[src/rtl/sfr_pkg.sv]
// Shared types and constants of the shape fill rasterizer.
// No dependencies; used by the sequencer, the top level and the testbench by scoped names.
package sfr_pkg;

  // Command codes of an input transaction
  typedef enum logic [2:0] {
    OP_RECT    = 3'd0,
    OP_DIAMOND = 3'd1,
    OP_UP      = 3'd2,
    OP_DOWN    = 3'd3,
    OP_CLEAR   = 3'd4,
    OP_READ    = 3'd5
  } op_e;

  // Configuration register indexes
  localparam logic REG_CANVAS_WIDTH  = 1'b0;
  localparam logic REG_CANVAS_HEIGHT = 1'b1;

  // Byte of an empty cell
  localparam logic [7:0] BLANK_CELL = 8'd46;

  // Width of the signed span arithmetic (anchor, offsets, clipped bounds)
  localparam int SpanW = 12;

  // Sequencer states
  typedef enum logic [3:0] {
    ST_INIT,
    ST_IDLE,
    ST_SPAN,
    ST_WRITE,
    ST_CLEAR,
    ST_BLANK,
    ST_READ,
    ST_RDATA,
    ST_DONE
  } state_e;

  // One command as taken from the input stream
  typedef struct packed {
    logic [7:0]        brush;
    logic [7:0]        shape_size;
    logic [7:0]        shape_width;
    logic signed [8:0] pos_y;
    logic signed [8:0] pos_x;
    logic [2:0]        cmd;
  } cmd_t;

endpackage

[src/rtl/sfr_sequencer.sv]
// Command sequencer: walks shape spans, clear and blanking sweeps and cell reads
// against the frame memory. Depends on sfr_pkg.
module sfr_sequencer #(
  parameter int MaxCols = 64,
  parameter int MaxRows = 64,
  parameter int AddrW   = 12,
  parameter int ColW    = 6,
  parameter int RowW    = 6,
  parameter int CanW    = 7,
  parameter int CanH    = 7
) (
  input  logic               clk_i,
  input  logic               rst_ni,
  // command side
  input  logic               cmd_valid_i,
  output logic               cmd_ready_o,
  input  sfr_pkg::cmd_t      cmd_i,
  // configuration writes
  input  logic               cfg_valid_i,
  output logic               cfg_ready_o,
  input  logic               cfg_index_i,
  input  logic [6:0]         cfg_data_i,
  // result side
  output logic               res_valid_o,
  input  logic               res_ready_i,
  output logic [7:0]         res_data_o,
  // frame memory
  output logic               mem_we_o,
  output logic [AddrW-1:0]   mem_addr_o,
  output logic [7:0]         mem_wdata_o,
  input  logic [7:0]         mem_rdata_i
);

  localparam int Depth = MaxRows * MaxCols;
  localparam logic [AddrW-1:0] LastAddr = AddrW'(Depth - 1);
  localparam logic [ColW-1:0]  LastCol  = ColW'(MaxCols - 1);

  sfr_pkg::state_e state_q, state_d;
  sfr_pkg::cmd_t   cmd_q, cmd_d;
  logic [8:0]       k_q, k_d;
  logic             half_q, half_d;
  logic [AddrW-1:0] addr_q, addr_d;
  logic [ColW-1:0]  cnt_q, cnt_d;
  logic [RowW-1:0]  rr_q, rr_d;
  logic [ColW-1:0]  cc_q, cc_d;
  logic [7:0]       res_q, res_d;
  logic [CanW-1:0]  cw_q, cw_d, bw_q, bw_d;
  logic [CanH-1:0]  ch_q, ch_d, bh_q, bh_d;

  // Saturated configuration values
  logic [CanW-1:0] cfg_w;
  logic [CanH-1:0] cfg_h;
  assign cfg_w = (int'(cfg_data_i) > MaxCols) ? CanW'(MaxCols) : CanW'(cfg_data_i);
  assign cfg_h = (int'(cfg_data_i) > MaxRows) ? CanH'(MaxRows) : CanH'(cfg_data_i);

  // Accept configuration only when no command is in flight
  assign cfg_ready_o = (state_q == sfr_pkg::ST_IDLE) || (state_q == sfr_pkg::ST_BLANK);

  // Span geometry of the current k and half
  logic signed [sfr_pkg::SpanW-1:0] x_s, y_s, w_s, s_s, k_s, cw_s, ch_s;
  logic signed [sfr_pkg::SpanW-1:0] row_v, lo_v, hi_v, lo_c, hi_c;
  logic             span_end, span_ok;
  logic [AddrW-1:0] span_addr;
  logic [ColW-1:0]  span_cnt;
  logic [8:0]       k_nxt;
  logic             half_nxt;

  assign x_s  = {{3{cmd_q.pos_x[8]}}, cmd_q.pos_x};
  assign y_s  = {{3{cmd_q.pos_y[8]}}, cmd_q.pos_y};
  assign w_s  = {4'b0, cmd_q.shape_width};
  assign s_s  = {4'b0, cmd_q.shape_size};
  assign k_s  = {3'b0, k_q};
  assign cw_s = $signed(sfr_pkg::SpanW'(cw_q));
  assign ch_s = $signed(sfr_pkg::SpanW'(ch_q));

  always_comb begin
    row_v    = y_s + k_s;
    lo_v     = x_s - k_s;
    hi_v     = x_s + k_s;
    span_end = (k_q >= {1'b0, cmd_q.shape_size});
    k_nxt    = k_q + 9'd1;
    half_nxt = 1'b0;
    case (cmd_q.cmd)
      sfr_pkg::OP_RECT: begin
        lo_v     = x_s;
        hi_v     = x_s + w_s - 12'sd1;
        span_end = (cmd_q.shape_width == 8'd0) || (k_q >= {1'b0, cmd_q.shape_size});
      end
      sfr_pkg::OP_DIAMOND: begin
        // rows y+k, then the mirror row y+2s-k
        row_v    = half_q ? (y_s + (s_s <<< 1) - k_s) : (y_s + k_s);
        span_end = (k_q > {1'b0, cmd_q.shape_size});
        k_nxt    = half_q ? (k_q + 9'd1) : k_q;
        half_nxt = ~half_q;
      end
      sfr_pkg::OP_DOWN: begin
        row_v = y_s - k_s;
      end
      default: begin
      end
    endcase
  end

  // Clip the span to the active canvas
  assign lo_c    = (lo_v < 12'sd0) ? 12'sd0 : lo_v;
  assign hi_c    = (hi_v > cw_s - 12'sd1) ? (cw_s - 12'sd1) : hi_v;
  assign span_ok = (row_v >= 12'sd0) && (row_v < ch_s) && (lo_c <= hi_c);
  assign span_addr = AddrW'(row_v[RowW-1:0]) * AddrW'(MaxCols) + AddrW'(lo_c[ColW-1:0]);
  assign span_cnt  = ColW'(hi_c - lo_c);

  // Cell read address and range check
  logic             read_in;
  logic [AddrW-1:0] read_addr;
  assign read_in = (x_s >= 12'sd0) && (x_s < cw_s) && (y_s >= 12'sd0) && (y_s < ch_s);
  assign read_addr = AddrW'(y_s[RowW-1:0]) * AddrW'(MaxCols) + AddrW'(x_s[ColW-1:0]);

  // Blanking sweep: cell lies outside the retained area
  logic outside;
  assign outside = (int'(rr_q) >= int'(bh_q)) || (int'(cc_q) >= int'(bw_q));

  // Next state and outputs
  always_comb begin
    state_d     = state_q;
    cmd_d       = cmd_q;
    k_d         = k_q;
    half_d      = half_q;
    addr_d      = addr_q;
    cnt_d       = cnt_q;
    rr_d        = rr_q;
    cc_d        = cc_q;
    res_d       = res_q;
    cw_d        = cw_q;
    ch_d        = ch_q;
    bw_d        = bw_q;
    bh_d        = bh_q;
    mem_we_o    = 1'b0;
    mem_addr_o  = addr_q;
    mem_wdata_o = cmd_q.brush;
    cmd_ready_o = 1'b0;
    res_valid_o = 1'b0;

    case (state_q)
      sfr_pkg::ST_IDLE: begin
        cmd_ready_o = ~cfg_valid_i;
        if (cmd_valid_i && !cfg_valid_i) begin
          cmd_d  = cmd_i;
          k_d    = 9'd0;
          half_d = 1'b0;
          res_d  = 8'd0;
          case (cmd_i.cmd)
            sfr_pkg::OP_RECT, sfr_pkg::OP_DIAMOND,
            sfr_pkg::OP_UP, sfr_pkg::OP_DOWN: state_d = sfr_pkg::ST_SPAN;
            sfr_pkg::OP_CLEAR: begin
              addr_d  = '0;
              state_d = sfr_pkg::ST_CLEAR;
            end
            sfr_pkg::OP_READ: state_d = sfr_pkg::ST_READ;
            default: state_d = sfr_pkg::ST_DONE;
          endcase
        end
      end

      // Set up one span, skip it when clipped away, or finish the shape
      sfr_pkg::ST_SPAN: begin
        if (span_end) begin
          state_d = sfr_pkg::ST_DONE;
        end else if (span_ok) begin
          addr_d  = span_addr;
          cnt_d   = span_cnt;
          state_d = sfr_pkg::ST_WRITE;
        end else begin
          k_d    = k_nxt;
          half_d = half_nxt;
        end
      end

      // Write the brush along the span
      sfr_pkg::ST_WRITE: begin
        mem_we_o = 1'b1;
        if (cnt_q == '0) begin
          k_d     = k_nxt;
          half_d  = half_nxt;
          state_d = sfr_pkg::ST_SPAN;
        end else begin
          addr_d = addr_q + AddrW'(1);
          cnt_d  = cnt_q - ColW'(1);
        end
      end

      // Blank every cell
      sfr_pkg::ST_INIT, sfr_pkg::ST_CLEAR: begin
        mem_we_o    = 1'b1;
        mem_wdata_o = sfr_pkg::BLANK_CELL;
        addr_d      = addr_q + AddrW'(1);
        if (addr_q == LastAddr) begin
          state_d = (state_q == sfr_pkg::ST_CLEAR) ? sfr_pkg::ST_DONE : sfr_pkg::ST_IDLE;
        end
      end

      // Blank cells outside the retained area
      sfr_pkg::ST_BLANK: begin
        mem_we_o    = outside;
        mem_wdata_o = sfr_pkg::BLANK_CELL;
        addr_d      = addr_q + AddrW'(1);
        if (cc_q == LastCol) begin
          cc_d = '0;
          rr_d = rr_q + RowW'(1);
        end else begin
          cc_d = cc_q + ColW'(1);
        end
        if (addr_q == LastAddr) begin
          state_d = sfr_pkg::ST_IDLE;
        end
      end

      sfr_pkg::ST_READ: begin
        mem_addr_o = read_addr;
        state_d    = sfr_pkg::ST_RDATA;
      end

      sfr_pkg::ST_RDATA: begin
        res_d   = read_in ? mem_rdata_i : sfr_pkg::BLANK_CELL;
        state_d = sfr_pkg::ST_DONE;
      end

      // Hand the result over
      sfr_pkg::ST_DONE: begin
        res_valid_o = 1'b1;
        if (res_ready_i) begin
          state_d = sfr_pkg::ST_IDLE;
        end
      end

      default: state_d = sfr_pkg::ST_IDLE;
    endcase

    // Configuration write: update the canvas and start or restart blanking.
    // A restart keeps the smaller bounds so earlier shrinks still apply.
    if (cfg_valid_i && cfg_ready_o) begin
      if (cfg_index_i == sfr_pkg::REG_CANVAS_WIDTH) begin
        cw_d = cfg_w;
      end else begin
        ch_d = cfg_h;
      end
      if (state_q == sfr_pkg::ST_IDLE || state_q == sfr_pkg::ST_BLANK) begin
        if (state_q == sfr_pkg::ST_IDLE) begin
          bw_d = cw_q;
          bh_d = ch_q;
        end
        if (cfg_index_i == sfr_pkg::REG_CANVAS_WIDTH) begin
          bw_d = (state_q == sfr_pkg::ST_BLANK && bw_q < cfg_w) ? bw_q : cfg_w;
        end else begin
          bh_d = (state_q == sfr_pkg::ST_BLANK && bh_q < cfg_h) ? bh_q : cfg_h;
        end
        addr_d  = '0;
        rr_d    = '0;
        cc_d    = '0;
        state_d = sfr_pkg::ST_BLANK;
      end
    end
  end

  // State and control registers
  always_ff @(posedge clk_i or negedge rst_ni) begin
    if (!rst_ni) begin
      state_q <= sfr_pkg::ST_INIT;
      addr_q  <= '0;
      rr_q    <= '0;
      cc_q    <= '0;
      k_q     <= '0;
      half_q  <= 1'b0;
      cnt_q   <= '0;
      cw_q    <= CanW'(MaxCols);
      ch_q    <= CanH'(MaxRows);
      bw_q    <= CanW'(MaxCols);
      bh_q    <= CanH'(MaxRows);
    end else begin
      state_q <= state_d;
      addr_q  <= addr_d;
      rr_q    <= rr_d;
      cc_q    <= cc_d;
      k_q     <= k_d;
      half_q  <= half_d;
      cnt_q   <= cnt_d;
      cw_q    <= cw_d;
      ch_q    <= ch_d;
      bw_q    <= bw_d;
      bh_q    <= bh_d;
    end
  end

  // Payload registers
  always_ff @(posedge clk_i) begin
    cmd_q <= cmd_d;
    res_q <= res_d;
  end

  assign res_data_o = res_q;

endmodule

[config.mk]
export PLATFORM = sky130hd
export DESIGN_NAME = sfr_sequencer
export DESIGN_NICKNAME = d
export VERILOG_FILES = /design/src/rtl/sfr_pkg.sv /design/src/rtl/sfr_sequencer.sv
export SDC_FILE = /design/constraint.sdc
export NUM_CORES = 1
export LEC_CHECK = 0
export ABC_CLOCK_PERIOD_IN_PS = 11800
export BUFFER_PORTS_ARGS = -buffer_cell sky130_fd_sc_hd__clkbuf_2
export CAP_MARGIN = 20
export CORE_ASPECT_RATIO = 1.25
export CORE_MARGIN = 10
export CORE_UTILIZATION = 40
export DETAILED_ROUTE_END_ITERATION = 8
export PLACE_DENSITY_LB_ADDON = 0.15
export SYNTH_ARGS = -nofsm -noshare
export SYNTH_HDL_FRONTEND = slang
export SYNTH_SLANG_ARGS = --single-unit
[constraint.sdc]
create_clock -name clk_i -period 11.8 [get_ports clk_i]
set_input_delay 1.77 -clock clk_i [delete_from_list [all_inputs] [get_ports clk_i]]
set_output_delay 1.77 -clock clk_i [all_outputs]
set_load 0.005 [all_outputs]
==> impl_summary.log <==
INFO  metric status = finished clean
INFO  metric detailed_route_wl = 33390 um
INFO  metric setup_repair_after_global_routing_missed_its_margin = false
INFO  metric hold-worst-slack = 0.4791 ns
INFO  metric yosys-top-cells-count = sky130_fd_sc_hd__ha_1 (146), sky130_fd_sc_hd__inv_1 (143), sky130_fd_sc_hd__nor2_1 (102)
INFO  metric layout_worst_path_cycle_share = 62.23%
INFO  metric ctsLongestPathBuffers = 2
INFO  metric synth_async_sr_flop_share = 57.60%
INFO  metric design.die.area = 34760 sq um
INFO  metric power.leakage = slightly below 0.006 uW
INFO  metric top_fanout_value_on_the_critical_path = 18
INFO  metric vias = approximately 9500
INFO  metric mappedNetlistNets = roughly 1500
INFO  metric rows = 68
INFO  metric final_net_count = 1589
INFO  metric slew_viol_final = 0
INFO  metric yosys.cell_count.top_type = sky130_fd_sc_hd__ha_1
INFO  metric yosys.area.top_type_share = between 10% and 20%
INFO  metric grt_overflow = 0
INFO  metric grtUsageTotal = 19.33%
INFO  metric seqCellArea = 3398 sq um
INFO  metric predominant_post_synthesis_flop_cell = sky130_fd_sc_hd__dfrtp_1
INFO  metric arr_time_crit_path = between 7 and 8 ns
INFO  metric total_cts_buffers = 17
INFO  metric post-place-cells = 1693
INFO  metric drt_iter0_drc = 550
INFO  metric min-delay-path-class = reg -> reg
INFO  metric worstSkewPairLatency = ~0.45 ns
INFO  metric synth_sequential_area_ratio = 30.71%
INFO  metric fmax = 136.2 MHz
INFO  metric boundaryPins = 98
INFO  metric initial_utilization = 40.27%
INFO  metric critical-path-max-stage-delay = 0.62 ns
INFO  metric layout.filler_cells = 2751
INFO  metric multi_input_comb_area = 6987 sq um
INFO  metric postCtsSetupRepairBufs = 0
INFO  metric detailed_routing_iteration_count_for_the_pre_antenna_repair_pass = 5
INFO  metric synth.largest_area_cell = sky130_fd_sc_hd__ha_1
INFO  metric clock_sink_count = 125
INFO  metric gp_routability_congestion = 0.9030
INFO  metric synth.distinct_cells = between 70 and 80
INFO  metric ys_top_cells_by_area = sky130_fd_sc_hd__ha_1 (17%), sky130_fd_sc_hd__dfrtp_1 (15%), sky130_fd_sc_hd__edfxtp_1 (14%)
INFO  metric finalSetupTns = 0 ns
INFO  metric critPathCaptureType = flop
INFO  metric finish.cell_count_without_fillers = 1725
INFO  metric syn_inst = 1274
INFO  metric grt_pass1_vias = 9549
INFO  metric relSlewSlack = a little under a third
INFO  metric timing.final.setup_violations = 0
INFO  metric grt_antenna_before_repair = 0
INFO  metric grt_max_degree = 73
INFO  metric layout-area-overhead-vs-synth = 13.26%
INFO  metric detail-route-antenna-nets = 0
INFO  metric timing_hold_violations_final = 0
INFO  metric cts_max_level = 4
INFO  metric synth_enable_flop_cells = 53
INFO  metric core-area = 27480 sq um
INFO  metric synth_warnings = 0
INFO  metric cts_tree = yes
INFO  metric skew = 0.01407 ns
INFO  metric die_height = 206.0 um
INFO  metric grt_first_pass_wirelength = about 53000 um
INFO  metric post_synth_instance_area = ~11000 sq um
INFO  metric worstSetupPathType = reg -> reg
INFO  metric finalPower = 2904 uW
INFO  metric io_buffers = 97
INFO  metric cts_resized = 0
INFO  metric synth.ff_latch_count = 125
INFO  metric final_period_minus_worst_setup_slack = roughly 7.3 ns
INFO  metric final_layout_size_suffix_gt1_share = 12.87%
INFO  metric post-route-drc-count = 0
INFO  metric ctsRootBufferMaster = sky130_fd_sc_hd__clkbuf_16
INFO  metric p_per_area = approximately 230 nW/um^2
INFO  metric worstMarginPinSlew = 1.030 ns
INFO  metric required = between 10 and 15 ns
INFO  metric die_w = 168.8 um
INFO  metric vdd_drop_max = about 0.11 mV
INFO  metric post_cts_hold_buffer_count = 0
INFO  metric insertedDiodeCount = 0
INFO  metric clkSlewWorstSetupHoldPaths = 0.07 ns
INFO  metric worstSetupStartpointType = flop
INFO  metric wire_per_inst = about 19 um
INFO  metric syn_area_per_cell = 8.687 sq um
INFO  metric detailed_place_hpwl = about 26000 um
INFO  metric cpMaxStageDelayCell = sky130_fd_sc_hd__or3_1
INFO  metric vias_per_cell = 5.522
INFO  metric maxCapViolations = 0
-- metal layers --
layer,wire (um),global-route usage [%],vias to the layer above,part of all wire [%]
li1,-,-,4707,-
met1,14080,22.75,4541,42
met4,946,7.379,0,2.8
met3,1305,3.006,52,3.9
met5,0,0,-,0
met2,17060,34.50,226,51
-- worst max-delay path: cells and delay by family, from the launching register on --
family	cells	cell delay (ns)
flip-flops	1	0.59
adder cells (fa/ha/maj)	5	1.55
buffers and inverters	3	0.29
multiplexers	1	0.42
AND/OR/NAND/NOR	9	1.90
AO/OA/AOI/OAI	14	2.48
-- final cells by class --
cell class | instances | area share (%)
Multi-Input combinational cell | 968 | 55.74
Timing Repair Buffer | 105 | 4.372
Sequential cell | 125 | 27.11
Clock buffer | 21 | 4.023
Tap cell | 350 | 3.494
Inverter | 145 | 4.342
Clock inverter | 11 | 0.9183
-- cells by family (layout without fill, tap and decap cells) --
kind of cell,after synthesis,count (layout),synth area share (%)
AOI/OAI and AO/OA,336,336,19.03
xor gates and xnor gates,46,46,3.641
adders and majority gates,161,161,19.22
buffers and inverters,181,282,6.207
DFF,125,125,30.71
muxes,44,44,4.228
and+or+nand+nor,381,381,16.97
-- sequential cells by signal, indices dropped and copies added, names as in the netlist --
| signal | cells |
|---|---|
| res_data_o | 8 |
| state_q | 4 |
| cnt_q | 6 |
| addr_q | 12 |
| bh_q | 7 |
| k_q | 9 |
| cmd_q | 45 |
| half_q | 1 |
| rr_q | 6 |
| bw_q | 7 |
| cc_q | 6 |
| ch_q | 7 |
| cw_q | 7 |
-- cell usage in the layout (no fill, tap or decap), types with 10 or more instances in the layout --
| cell type | instances |
|---|---|
| sky130_fd_sc_hd__ha_1 | 146 |
| sky130_fd_sc_hd__inv_1 | 142 |
| sky130_fd_sc_hd__nor2_1 | 102 |
| sky130_fd_sc_hd__nand2_1 | 100 |
| sky130_fd_sc_hd__o21ai_0 | 96 |
| sky130_fd_sc_hd__clkbuf_2 | 96 |
| sky130_fd_sc_hd__a21oi_1 | 85 |
| sky130_fd_sc_hd__dfrtp_1 | 68 |
| sky130_fd_sc_hd__edfxtp_1 | 53 |
| sky130_fd_sc_hd__a21o_1 | 38 |
| sky130_fd_sc_hd__nand2b_1 | 29 |
| sky130_fd_sc_hd__xnor2_1 | 28 |
| sky130_fd_sc_hd__mux2_2 | 22 |
| sky130_fd_sc_hd__mux2i_1 | 22 |
| sky130_fd_sc_hd__nor3_1 | 21 |
| sky130_fd_sc_hd__nor2b_1 | 20 |
| sky130_fd_sc_hd__nand3_1 | 20 |
| sky130_fd_sc_hd__clkbuf_16 | 20 |
| sky130_fd_sc_hd__and3_1 | 19 |
| sky130_fd_sc_hd__xor2_1 | 18 |
| sky130_fd_sc_hd__nand4_1 | 16 |
| sky130_fd_sc_hd__o22ai_1 | 15 |
| sky130_fd_sc_hd__a211oi_1 | 15 |
| sky130_fd_sc_hd__fa_1 | 15 |
| sky130_fd_sc_hd__o21a_1 | 13 |
| sky130_fd_sc_hd__or3_1 | 12 |
| sky130_fd_sc_hd__and2_1 | 11 |
| sky130_fd_sc_hd__a31oi_1 | 10 |
-- worst paths after layout --
check	start	to	slack (ns)	cells past startpoint
setup / recovery	cmd_q[4]$_DFFE_PP_	cnt_q[5]$_DFFE_PN0P_	4.46	32
max in group asynchronous	rst_ni	cw_q[4]$_DFFE_PN0P_	9.65	1
hold reg to reg	ch_q[6]$_DFFE_PN1P_	ch_q[6]$_DFFE_PN1P_	0.48	2
setup reg to reg	cmd_q[4]$_DFFE_PP_	cnt_q[5]$_DFFE_PN0P_	4.46	32
hold / removal	ch_q[6]$_DFFE_PN1P_	ch_q[6]$_DFFE_PN1P_	0.48	2
min in group asynchronous	rst_ni	cnt_q[0]$_DFFE_PN0P_	1.45	1
-- report_power, final --
| part | total, uW | switching [uW] | leakage (uW) | internal, uW |
|---|---|---|---|---|
| combinational | 1700 | 988 | 0.00405 | 708 |
| clock | 556 | 223 | 0.000299 | 333 |
| sequential | 652 | 115 | 0.00142 | 537 |
| total | 2900 | 1330 | 0.00577 | 1580 |
-- metrics by stage --
stage,area (sq um),setup slack [ns],util [%]
final,12530,4.457,45.61
after global routing,12530,3.731,45.61
after CTS,12530,4.458,45.61
after detailed placement,11920,4.471,43.36
after global placement,11920,4.633,43.36
after floorplan,11070,5.463,-
Note: power is estimated with default switching activity, not from simulation.
